==> config.mk <==
export PLATFORM = sky130hd
export DESIGN_NAME = fixed_frame_byte_parser_unit
export DESIGN_NICKNAME = d
export VERILOG_FILES = /design/src/hdl/ffbp_pkg.sv /design/src/hdl/fixed_frame_byte_parser_unit.sv /design/src/hdl/ffbp_front.sv /design/src/hdl/ffbp_fifo.sv /design/src/hdl/ffbp_back.sv
export SDC_FILE = /design/constraint.sdc
export NUM_CORES = 1
export LEC_CHECK = 0
export BUFFER_PORTS_ARGS = -buffer_cell sky130_fd_sc_hd__buf_2
export CAP_MARGIN = 20
export CORE_ASPECT_RATIO = 0.9
export CORE_MARGIN = 3
export CORE_UTILIZATION = 40
export CTS_CLUSTER_DIAMETER = 120
export DETAILED_ROUTE_END_ITERATION = 16
export GPL_TIMING_DRIVEN = 0
export HOLD_SLACK_MARGIN = 0.02
export SKIP_LAST_GASP = 1
export SYNTH_ARGS = -nofsm -noshare
export SYNTH_HDL_FRONTEND = slang
export SYNTH_SLANG_ARGS = --single-unit
==> constraint.sdc <==
create_clock -name aclk -period 19.5 [get_ports aclk]
set_clock_uncertainty 0.2 [all_clocks]
set_input_delay 0.975 -clock aclk [delete_from_list [all_inputs] [get_ports aclk]]
set_output_delay 0.975 -clock aclk [all_outputs]
set_load 0.01 [all_outputs]
==> src/hdl/ffbp_pkg.sv <==
`default_nettype none
// ---------------------------------------------------------------------------
// ffbp_pkg
// Shared types and constants of the fixed frame byte parser.
// ---------------------------------------------------------------------------
package ffbp_pkg;

    localparam int FRAME_BYTES = 12;
    localparam int POS_W       = 4;
    localparam int FIFO_DEPTH  = 2;

    // frame byte positions
    localparam logic [POS_W-1:0] POS_HEADER = 4'd0;
    localparam logic [POS_W-1:0] POS_TYPE   = 4'd1;
    localparam logic [POS_W-1:0] POS_LENGTH = 4'd2;
    localparam logic [POS_W-1:0] POS_X_HI   = 4'd3;
    localparam logic [POS_W-1:0] POS_X_LO   = 4'd4;
    localparam logic [POS_W-1:0] POS_Y_HI   = 4'd5;
    localparam logic [POS_W-1:0] POS_Y_LO   = 4'd6;
    localparam logic [POS_W-1:0] POS_Z_HI   = 4'd7;
    localparam logic [POS_W-1:0] POS_Z_LO   = 4'd8;
    localparam logic [POS_W-1:0] POS_FLAGS  = 4'd9;
    localparam logic [POS_W-1:0] POS_CHECK  = 4'd10;
    localparam logic [POS_W-1:0] POS_TAIL   = 4'd11;

    // configuration register indexes
    localparam int CFG_IDX_W = 2;
    localparam logic [CFG_IDX_W-1:0] CFG_HEADER   = 2'd0;
    localparam logic [CFG_IDX_W-1:0] CFG_TAIL     = 2'd1;
    localparam logic [CFG_IDX_W-1:0] CFG_LENGTH   = 2'd2;
    localparam logic [CFG_IDX_W-1:0] CFG_VELOCITY = 2'd3;

    localparam logic [7:0] HEADER_RESET   = 8'd170;
    localparam logic [7:0] TAIL_RESET     = 8'd85;
    localparam logic [7:0] LENGTH_RESET   = 8'd12;
    localparam logic [7:0] VELOCITY_RESET = 8'd1;

    // status codes
    localparam logic [1:0] STATUS_OK        = 2'd0;
    localparam logic [1:0] STATUS_BAD_TAIL  = 2'd1;
    localparam logic [1:0] STATUS_BAD_LEN   = 2'd2;
    localparam logic [1:0] STATUS_BAD_CHECK = 2'd3;

    localparam int OUT_DATA_W = 120;

    // checked frame as handed from the front to the back
    typedef struct packed {
        logic [1:0]  status;
        logic [7:0]  frame_type;
        logic        is_velocity;
        logic [7:0]  sign_flags;
        logic [15:0] x_word;
        logic [15:0] y_word;
        logic [15:0] z_word;
    } ffbp_frame_t;

endpackage
`default_nettype wire

==> src/hdl/fixed_frame_byte_parser_unit.sv <==
`default_nettype none
// ---------------------------------------------------------------------------
// fixed_frame_byte_parser_unit
// Fixed 12-byte frame parser with 8-bit sum check, one byte per item.
// ---------------------------------------------------------------------------
// The unit takes one received byte every clock cycle while s_tready is high.
// While hunting it drops bytes until one matches the header register, then
// collects the next eleven bytes with no resync inside the frame. On the
// twelfth byte the front checks tail, length and the running sum and queues
// one result; the back turns the three big-endian int16 values into
// magnitude and signed form. Results pass through the queue into the output
// register. The running sum and byte counter take a byte per cycle; s_tready
// drops only when the two-entry queue is full under output backpressure.
module fixed_frame_byte_parser_unit (
    input  wire logic                            aclk,
    input  wire logic                            aresetn,
    input  wire logic                            s_tvalid,
    output logic                                 s_tready,
    input  wire logic [7:0]                      s_tdata,   // [7:0] rx_byte
    output logic                                 m_tvalid,
    input  wire logic                            m_tready,
    // [1:0] status, [9:2] frame_type, [10] is_velocity, [18:11] sign_flags,
    // [34:19] x_magnitude, [50:35] y_magnitude, [66:51] z_magnitude,
    // [83:67] x_signed, [100:84] y_signed, [117:101] z_signed, [119:118] zero
    output logic [ffbp_pkg::OUT_DATA_W-1:0]      m_tdata,
    input  wire logic                            cfg_we,
    input  wire logic [ffbp_pkg::CFG_IDX_W-1:0]  cfg_index,
    input  wire logic [7:0]                      cfg_wdata
);
    import ffbp_pkg::*;

    logic        push, pop, full, empty;
    ffbp_frame_t push_frame, pop_frame;

    ffbp_front u_front (
        .aclk       (aclk),
        .aresetn    (aresetn),
        .s_tvalid   (s_tvalid),
        .s_tready   (s_tready),
        .s_tdata    (s_tdata),
        .cfg_we     (cfg_we),
        .cfg_index  (cfg_index),
        .cfg_wdata  (cfg_wdata),
        .fifo_full  (full),
        .push       (push),
        .push_frame (push_frame)
    );

    ffbp_fifo u_fifo (
        .aclk       (aclk),
        .aresetn    (aresetn),
        .push       (push),
        .push_frame (push_frame),
        .pop        (pop),
        .pop_frame  (pop_frame),
        .full       (full),
        .empty      (empty)
    );

    ffbp_back u_back (
        .aclk      (aclk),
        .aresetn   (aresetn),
        .empty     (empty),
        .pop_frame (pop_frame),
        .pop       (pop),
        .m_tvalid  (m_tvalid),
        .m_tready  (m_tready),
        .m_tdata   (m_tdata)
    );

endmodule
`default_nettype wire

==> src/hdl/ffbp_front.sv <==
`default_nettype none
// ---------------------------------------------------------------------------
// ffbp_front
// Header hunt, byte collection, running sum and frame checks.
// ---------------------------------------------------------------------------
module ffbp_front (
    input  wire logic                            aclk,
    input  wire logic                            aresetn,
    input  wire logic                            s_tvalid,
    output logic                                 s_tready,
    input  wire logic [7:0]                      s_tdata,
    input  wire logic                            cfg_we,
    input  wire logic [ffbp_pkg::CFG_IDX_W-1:0]  cfg_index,
    input  wire logic [7:0]                      cfg_wdata,
    input  wire logic                            fifo_full,
    output logic                                 push,
    output ffbp_pkg::ffbp_frame_t                push_frame
);
    import ffbp_pkg::*;

    logic [POS_W-1:0] pos_reg, pos_next;
    logic [7:0]       sum_reg, sum_next;
    logic [7:0]       frame_reg [1:10];
    logic [7:0]       header_reg, tail_reg, length_reg, velocity_reg;
    logic             accept;
    logic [1:0]       status;

    assign s_tready = !fifo_full;
    assign accept   = s_tvalid && s_tready;
    assign push     = accept && (pos_reg == POS_TAIL);

    always_comb begin
        pos_next = pos_reg;
        sum_next = sum_reg;
        if (accept) begin
            if (pos_reg == POS_HEADER) begin
                if (s_tdata == header_reg) begin
                    pos_next = POS_TYPE;
                    sum_next = 8'd0;
                end
            end else if (pos_reg == POS_TAIL) begin
                pos_next = POS_HEADER;
            end else begin
                pos_next = pos_reg + 4'd1;
                if (pos_reg <= POS_FLAGS) begin
                    sum_next = sum_reg + s_tdata;
                end
            end
        end
    end

    always_ff @(posedge aclk) begin
        if (!aresetn) begin
            pos_reg      <= POS_HEADER;
            header_reg   <= HEADER_RESET;
            tail_reg     <= TAIL_RESET;
            length_reg   <= LENGTH_RESET;
            velocity_reg <= VELOCITY_RESET;
        end else begin
            pos_reg <= pos_next;
            if (cfg_we) begin
                case (cfg_index)
                    CFG_HEADER:   header_reg   <= cfg_wdata;
                    CFG_TAIL:     tail_reg     <= cfg_wdata;
                    CFG_LENGTH:   length_reg   <= cfg_wdata;
                    CFG_VELOCITY: velocity_reg <= cfg_wdata;
                    default: ;
                endcase
            end
        end
    end

    // payload: byte store and running sum
    always_ff @(posedge aclk) begin
        sum_reg <= sum_next;
        if (accept && pos_reg >= POS_TYPE && pos_reg <= POS_CHECK) begin
            frame_reg[pos_reg] <= s_tdata;
        end
    end

    // checks in priority order, tail byte is the one arriving now
    always_comb begin
        if (s_tdata != tail_reg) begin
            status = STATUS_BAD_TAIL;
        end else if (frame_reg[POS_LENGTH] != length_reg) begin
            status = STATUS_BAD_LEN;
        end else if (sum_reg != frame_reg[POS_CHECK]) begin
            status = STATUS_BAD_CHECK;
        end else begin
            status = STATUS_OK;
        end
    end

    always_comb begin
        push_frame.status      = status;
        push_frame.frame_type  = frame_reg[POS_TYPE];
        push_frame.is_velocity = (status == STATUS_OK) && (frame_reg[POS_TYPE] == velocity_reg);
        push_frame.sign_flags  = frame_reg[POS_FLAGS];
        push_frame.x_word      = {frame_reg[POS_X_HI], frame_reg[POS_X_LO]};
        push_frame.y_word      = {frame_reg[POS_Y_HI], frame_reg[POS_Y_LO]};
        push_frame.z_word      = {frame_reg[POS_Z_HI], frame_reg[POS_Z_LO]};
    end

endmodule
`default_nettype wire

==> src/hdl/ffbp_fifo.sv <==
`default_nettype none
// ---------------------------------------------------------------------------
// ffbp_fifo
// Short queue of checked frames between the front and the back.
// ---------------------------------------------------------------------------
module ffbp_fifo (
    input  wire logic                  aclk,
    input  wire logic                  aresetn,
    input  wire logic                  push,
    input  wire ffbp_pkg::ffbp_frame_t push_frame,
    input  wire logic                  pop,
    output ffbp_pkg::ffbp_frame_t      pop_frame,
    output logic                       full,
    output logic                       empty
);
    import ffbp_pkg::*;

    localparam int PTR_W = $clog2(FIFO_DEPTH);
    localparam int CNT_W = $clog2(FIFO_DEPTH + 1);

    ffbp_frame_t      mem [FIFO_DEPTH];
    logic [PTR_W-1:0] wr_ptr_reg, rd_ptr_reg;
    logic [CNT_W-1:0] count_reg;

    assign full      = (count_reg == CNT_W'(FIFO_DEPTH));
    assign empty     = (count_reg == '0);
    assign pop_frame = mem[rd_ptr_reg];

    always_ff @(posedge aclk) begin
        if (!aresetn) begin
            wr_ptr_reg <= '0;
            rd_ptr_reg <= '0;
            count_reg  <= '0;
        end else begin
            if (push) begin
                wr_ptr_reg <= (wr_ptr_reg == PTR_W'(FIFO_DEPTH - 1)) ? '0 : wr_ptr_reg + 1'b1;
            end
            if (pop) begin
                rd_ptr_reg <= (rd_ptr_reg == PTR_W'(FIFO_DEPTH - 1)) ? '0 : rd_ptr_reg + 1'b1;
            end
            if (push && !pop) begin
                count_reg <= count_reg + 1'b1;
            end else if (pop && !push) begin
                count_reg <= count_reg - 1'b1;
            end
        end
    end

    always_ff @(posedge aclk) begin
        if (push) begin
            mem[wr_ptr_reg] <= push_frame;
        end
    end

endmodule
`default_nettype wire

==> src/hdl/ffbp_back.sv <==
`default_nettype none
// ---------------------------------------------------------------------------
// ffbp_back
// Magnitude and sign of the three values, result output register.
// ---------------------------------------------------------------------------
module ffbp_back (
    input  wire logic                                aclk,
    input  wire logic                                aresetn,
    input  wire logic                                empty,
    input  wire ffbp_pkg::ffbp_frame_t               pop_frame,
    output logic                                     pop,
    output logic                                     m_tvalid,
    input  wire logic                                m_tready,
    output logic [ffbp_pkg::OUT_DATA_W-1:0]          m_tdata
);
    import ffbp_pkg::*;

    logic                  m_tvalid_reg;
    logic [OUT_DATA_W-1:0] m_tdata_reg;
    logic [OUT_DATA_W-1:0] tdata_next;
    logic [15:0]           x_mag, y_mag, z_mag;
    logic [16:0]           x_sgn, y_sgn, z_sgn;
    logic                  ok;

    assign pop      = !empty && (!m_tvalid_reg || m_tready);
    assign m_tvalid = m_tvalid_reg;
    assign m_tdata  = m_tdata_reg;

    // 0x8000 maps to magnitude 0x8000
    function automatic logic [15:0] magnitude(input logic [15:0] w);
        return w[15] ? (~w + 16'd1) : w;
    endfunction

    function automatic logic [16:0] signed_value(input logic [15:0] mag, input logic positive);
        logic [16:0] m17;
        m17 = {1'b0, mag};
        return positive ? m17 : (~m17 + 17'd1);
    endfunction

    always_comb begin
        ok    = (pop_frame.status == STATUS_OK);
        x_mag = ok ? magnitude(pop_frame.x_word) : 16'd0;
        y_mag = ok ? magnitude(pop_frame.y_word) : 16'd0;
        z_mag = ok ? magnitude(pop_frame.z_word) : 16'd0;
        x_sgn = signed_value(x_mag, pop_frame.sign_flags[0]);
        y_sgn = signed_value(y_mag, pop_frame.sign_flags[1]);
        z_sgn = signed_value(z_mag, pop_frame.sign_flags[2]);
        tdata_next = {2'b00, z_sgn, y_sgn, x_sgn, z_mag, y_mag, x_mag,
                      pop_frame.sign_flags, pop_frame.is_velocity,
                      pop_frame.frame_type, pop_frame.status};
    end

    always_ff @(posedge aclk) begin
        if (!aresetn) begin
            m_tvalid_reg <= 1'b0;
        end else if (pop) begin
            m_tvalid_reg <= 1'b1;
        end else if (m_tready) begin
            m_tvalid_reg <= 1'b0;
        end
    end

    always_ff @(posedge aclk) begin
        if (pop) begin
            m_tdata_reg <= tdata_next;
        end
    end

endmodule
`default_nettype wire
* After elaboration in Yosys (flattened, before gate mapping) *
Memories as Yosys holds them, arrays and structs flattened. A register that Yosys moved wholly into a read port is not among the register bits.
Cells that the tools add are included.

word-level totals
  bits in registers = 167
  bits in latches = 0
  RAM bits = 214
  memory bits (read-only) = 0
  bits of input ports = 23
  word-level logic and storage cells = 108
  memories kept = 2

cells by class
  add/subtract/negate cells = 12
  $mul = 0
  divide/modulo/power cells = 0
  order comparisons = 3
  equal/unequal tests = 12
  shifts and indexed selects = 0
  mux-type cells = 31
  bitwise operators = 6
  reductions and logical operators = 28

memories
  name               depth  width  rd ports  clocked after memory_dff  write ports  RTL line          RTL
  u_fifo.mem         2      67     1         1                         1            ffbp_fifo.sv:21   ffbp_frame_t mem [FIFO_DEPTH];
  u_front.frame_reg  10     8      10        0                         1            ffbp_front.sv:23  logic [7:0] frame_reg [1:10];

operator list
  cell                                                                number
  two-way mux 16 bit                                                  9
  adder 17 x 1 -> 17 bit (second input constant)                      3
  NOT 16 -> 17 bit                                                    3
  adder 16 x 1 -> 16 bit (second input constant)                      3
  NOT 16 bit                                                          3
  two-way mux 8 bit                                                   4
  != test 8 bit                                                       3
  == test 8 bit                                                       2
  two-way mux 4 bit                                                   3
  two-way mux 1 bit                                                   10
  two-way mux 2 bit                                                   5
  AND reduction 2 bit                                                 5
  adder 8 bit                                                         1
  less-or-equal comparator 4 bit (second input constant)              2
  logical AND 1 bit                                                   8
  logical NOT 2 bit                                                   4
  == test 2 bit (second input constant)                               3
  nonzero test 2 bit                                                  3
  logical NOT 1 bit                                                   5
  adder 4 x 1 -> 4 bit (second input constant)                        1
  == test 4 bit (second input constant)                               1
  greater-or-equal comparator 4 x 1 -> 1 bit (second input constant)  1
  logical NOT 4 bit                                                   1
  != test 2 bit (second input constant)                               2
  other kinds (6)                                                     7

* Longest topological paths before layout *
  depth in word-level cells = 8
  gate-level depth with buffers = 19
  mapped depth without buffers = 11

* By module *
A second synthesis with hierarchy kept.

second synthesis, totals
  cells, all modules = 1212
  area total of the unflattened synthesis = 16932.5 um^2

by module, submodules not included
  module      times used  cells an instance  area each (um^2)
  ffbp_back   1           599                6637.6
  ffbp_fifo   1           230                5166.2
  ffbp_front  1           383                5128.7

* Least setup slack after synthesis *
OpenSTA, ideal clock, no wires.

  kind = input to register
  start = input port m_tready
  end = register u_fifo.count_reg[1]
  library setup time = 0.076 ns
  arrival = 7.068 ns
  data required time = 19.224 ns
  slack = 12.156 ns
  cell stages on the path = 6
  path buffers = 0
  path through = nor2b_1 -> nor2_1 -> inv_1 -> ha_1 -> or3_1 -> a21boi_0

between the ends
  longest elaborated chain between the ends = 5
  elaborated cells on any way between the ends = 7
  those cells by class = 1 x mux; 6 x reduce/logical

ends and longest elaborated chain
  what                                                            RTL line                            RTL
  start: declaration                                              fixed_frame_byte_parser_unit.sv:21  input wire logic m_tready,
  logical OR 1 bit (*)                                            ffbp_back.sv:25                     assign pop = !empty && (!m_tvalid_reg || m_tready);
  logical AND 1 bit (*)                                           ffbp_back.sv:25
  net pop                                                         fixed_frame_byte_parser_unit.sv:32  logic push, pop, full, empty;
  logical NOT 1 bit                                               ffbp_fifo.sv:41                     if (push && !pop) begin
  logical AND 1 bit                                               ffbp_fifo.sv:41
  two-way mux 2 bit / nonzero test 2 bit (equally long branches)  -
  end signal: assignment                                          ffbp_fifo.sv:42                     count_reg <= count_reg + 1'b1;
  end signal: assignment                                          ffbp_fifo.sv:44                     count_reg <= count_reg - 1'b1;
  end: declaration                                                ffbp_fifo.sv:23                     logic [CNT_W-1:0] count_reg;

Mark *: on every way through the listed nets, which the timed path passes. The rest lies on a longest branch.
A chain may end at the register's enable or synchronous reset.

==> impl_metrics.json <==
{
  "syn_inst": 1214,
  "timing.final.ws_setup_ns": 13.88,
  "synth_warnings": 0,
  "setup-violations-final": 0,
  "top_level_ports": 145,
  "fp.dieH_um": 201,
  "seq_area_frac_synth": 0.647,
  "clockBufferDepth": 3,
  "r2r_end": "u_back.m_tdata[79]",
  "cts_hold_buf": 0,
  "wl_met1_mm": 17.7,
  "yosysUniqueCellTypes": 94,
  "slew_headroom": 0.290,
  "portBuffers": 142,
  "dp_slack_ns": 13.83,
  "routed-via-count": 10400,
  "initial_core_util": 0.411,
  "postLayoutCellArea_um2": 19900,
  "p_per_area_nw_per_um2": 120,
  "pwr-share-clk": 0.314,
  "syn_area_per_cell_um2": 14.0,
  "worstPathArrival_ns": 5.71,
  "dieArea_um2": 44900,
  "p_leak_nw": 7.16,
  "antenna_found_initial": 1,
  "h-tree-depth": 2,
  "track_usage": 0.169,
  "status": "complete, no violations",
  "min_path_cells": 0,
  "worstSkewPairLatency_ns": 0.54,
  "placed_cell_area_um2": 18600,
  "p_comb_frac": 0.246,
  "r2r_cells": 17,
  "route.met2.wl_mm": 17.6,
  "cts_root_buf": "clkbuf_16",
  "synth-edff-count": 337,
  "coreArea_um2": 41300,
  "min_to": "u_fifo.mem[1][29]",
  "switchingPower_uw": 683,
  "cts_tree": "built",
  "place_congestion": 0.821,
  "path_clk_slew_ns": 0.06,
  "max_cap_viol_count": 0,
  "rsz0062_at_grt": "false",
  "synth_ff_type": "edfxtp_1",
  "fin_setup_tns_ns": 0,
  "pwr-share-seq": 0.441,
  "first_pass_iters": 7,
  "instances_no_fill": 1978,
  "final_common_cell": "edfxtp_1",
  "n_antenna_cell": 0,
  "cts.sinks": 379,
  "synth-seq-cells": 379,
  "hold_path.class": "reg2reg",
  "path_class": "reg2reg",
  "dpl.cell_count": 1906,
  "wl_met3_mm": 2.21,
  "post-dp-hpwl_mm": 27.0,
  "worst_pin_slew_ns": 1.06,
  "clock.fmax_ghz": 0.178,
  "synthArstFlopShare": 0,
  "mostFrequentLayoutCells": "337 x edfxtp_1, 149 x buf_2, 75 x nand2_1",
  "drt_wl_total_mm": 38.7,
  "postRouteAntennaNets": 0,
  "drc_errors": 0,
  "cts_setup_buffers": 0,
  "cts_resized": 0,
  "whs_ns": 0.226,
  "post-route-min-period_ns": 5.62,
  "largest_reg_flops": 134,
  "finalCritPeriodShare": 0.288,
  "hold_start": "u_front.frame_reg[5][5]",
  "drtIter0Drc": 749,
  "start_kind": "flop",
  "r2r_setup_slack_ns": 13.88,
  "die_w_um": 223,
  "total_power_mw": 2.38,
  "routedWlPerCell_um": 19.6,
  "vias_per_cell": 5.26,
  "slew_violations": 0,
  "critPathMaxFanout": 10,
  "first_global_vias": 10200,
  "syn_area_um2": 17000,
  "finalHoldViolCount": 0,
  "final_util": 0.481,
  "intPower_mw": 1.69,
  "drive_gt1_frac": 0.224,
  "area_growth_pct": 17.1,
  "netSwitchingFraction": 0.288,
  "grt_max_degree": 63,
  "cp-end-kind": "flop",
  "grt-ovfl-total": 0,
  "top_layer": "met4",
  "cp.required_ns": 19.58,
  "cts_buffers": 41,
  "max-vdd-ir-drop_v": 0.0000711,
  "grt_pass1_wl_mm": 60.1,
  "rows": 70,
  "final_nets": 1452
}
-- worst max-delay path by stage --
stage / from / end / cells past startpoint
2_1_floorplan: m_tready / u_fifo.count_reg[1] / 6
3_3_place_gp: m_tready / u_fifo.count_reg[1] / 7
3_5_place_dp: flop / u_back.m_tdata[79] / 17
4_1_cts: flop / u_back.m_tdata[79] / 17
5_1_grt: flop / u_back.m_tdata[79] / 17
6_report: flop / u_back.m_tdata[79] / 17
-- worst max-delay path, cell delays in order, from the launching register on --
cell and delay (ns):
dfxtp_1 0.35, buf_6 0.16, buf_6 0.18, buf_12 0.17, buf_12 0.16, buf_6 0.19, buf_6 0.21, buf_2 0.30
buf_1 0.62, mux2i_1 0.31, ha_1 0.27, mux2_2 0.28, o211ai_1 0.32, ha_1 0.24, or3b_1 0.40, or4_4 0.54
o31ai_1 0.33, xnor2_1 0.11
-- final cells by class --
class                           count  area (um2)
Buffer                             45         288
Clock buffer                       52        1110
Clock inverter                     19         183
Fill cell                        3634       21400
Inverter                           34         128
Multi-Input combinational cell    757        5600
Sequential cell                   379       11000
Tap cell                          540         676
Timing Repair Buffer              152         905
-- logic make-up (layout without fill, tap and decap cells) --
kind of cell | Yosys count | after routing | share of synthesized area
adder cells (fa/ha/maj) | 19 | 19 | 0.0145
flip-flops | 379 | 379 | 0.647
XOR/XNOR | 93 | 93 | 0.0481
multiplexers | 105 | 105 | 0.0661
buffers and inverters | 79 | 302 | 0.0245
AND/OR/NAND/NOR | 354 | 354 | 0.122
AO/OA/AOI/OAI | 184 | 184 | 0.0776
other | 1 | 2 | 0.000221
-- synthesized netlist by cell type (all sizes together), types with 6 or more instances --
cell type,count,area [um2]
or3,9,56.3
a21boi,17,128
buf,27,220
o22ai,8,56.3
or4,8,71.3
nand2b,7,43.8
nor2,64,240
edfxtp,337,10100
dfxtp,42,841
nor4b,11,139
nor3b,13,108
xor2,41,359
nand4,9,56.3
nor3,31,171
o211ai,14,110
a21oi,25,125
mux2,35,394
a21o,8,60.1
mux2i,70,726
and3,7,43.8
inv,34,128
ha,18,225
a211oi,7,57.6
clkbuf,18,67.6
o31ai,11,82.6
a31oi,13,81.3
nor4,21,165
nand2,76,288
or2,16,100
nand3,19,100
xnor2,52,455
and2,17,106
o31a,6,52.6
nor2b,18,113
o21ai,33,165
-- layer usage --
layer / up-vias / global-route usage
met5: - / 0
met4: 0 / 0.0520
met3: 78 / 0.0301
met2: 303 / 0.266
met1: 5023 / 0.241
li1: 5003 / -
-- power groups by stage --
stage	registers, mW	clock network [mW]	logic [mW]
6_report	1.05	0.745	0.584
5_1_grt	1.06	0.799	0.629
3_5_place_dp	1.07	0	0.592
4_1_cts	1.05	0.765	0.594
2_1_floorplan	1.14	0	0.303
3_3_place_gp	1.11	0	0.553
No activity file was read; power rests on OpenSTA's default activity.
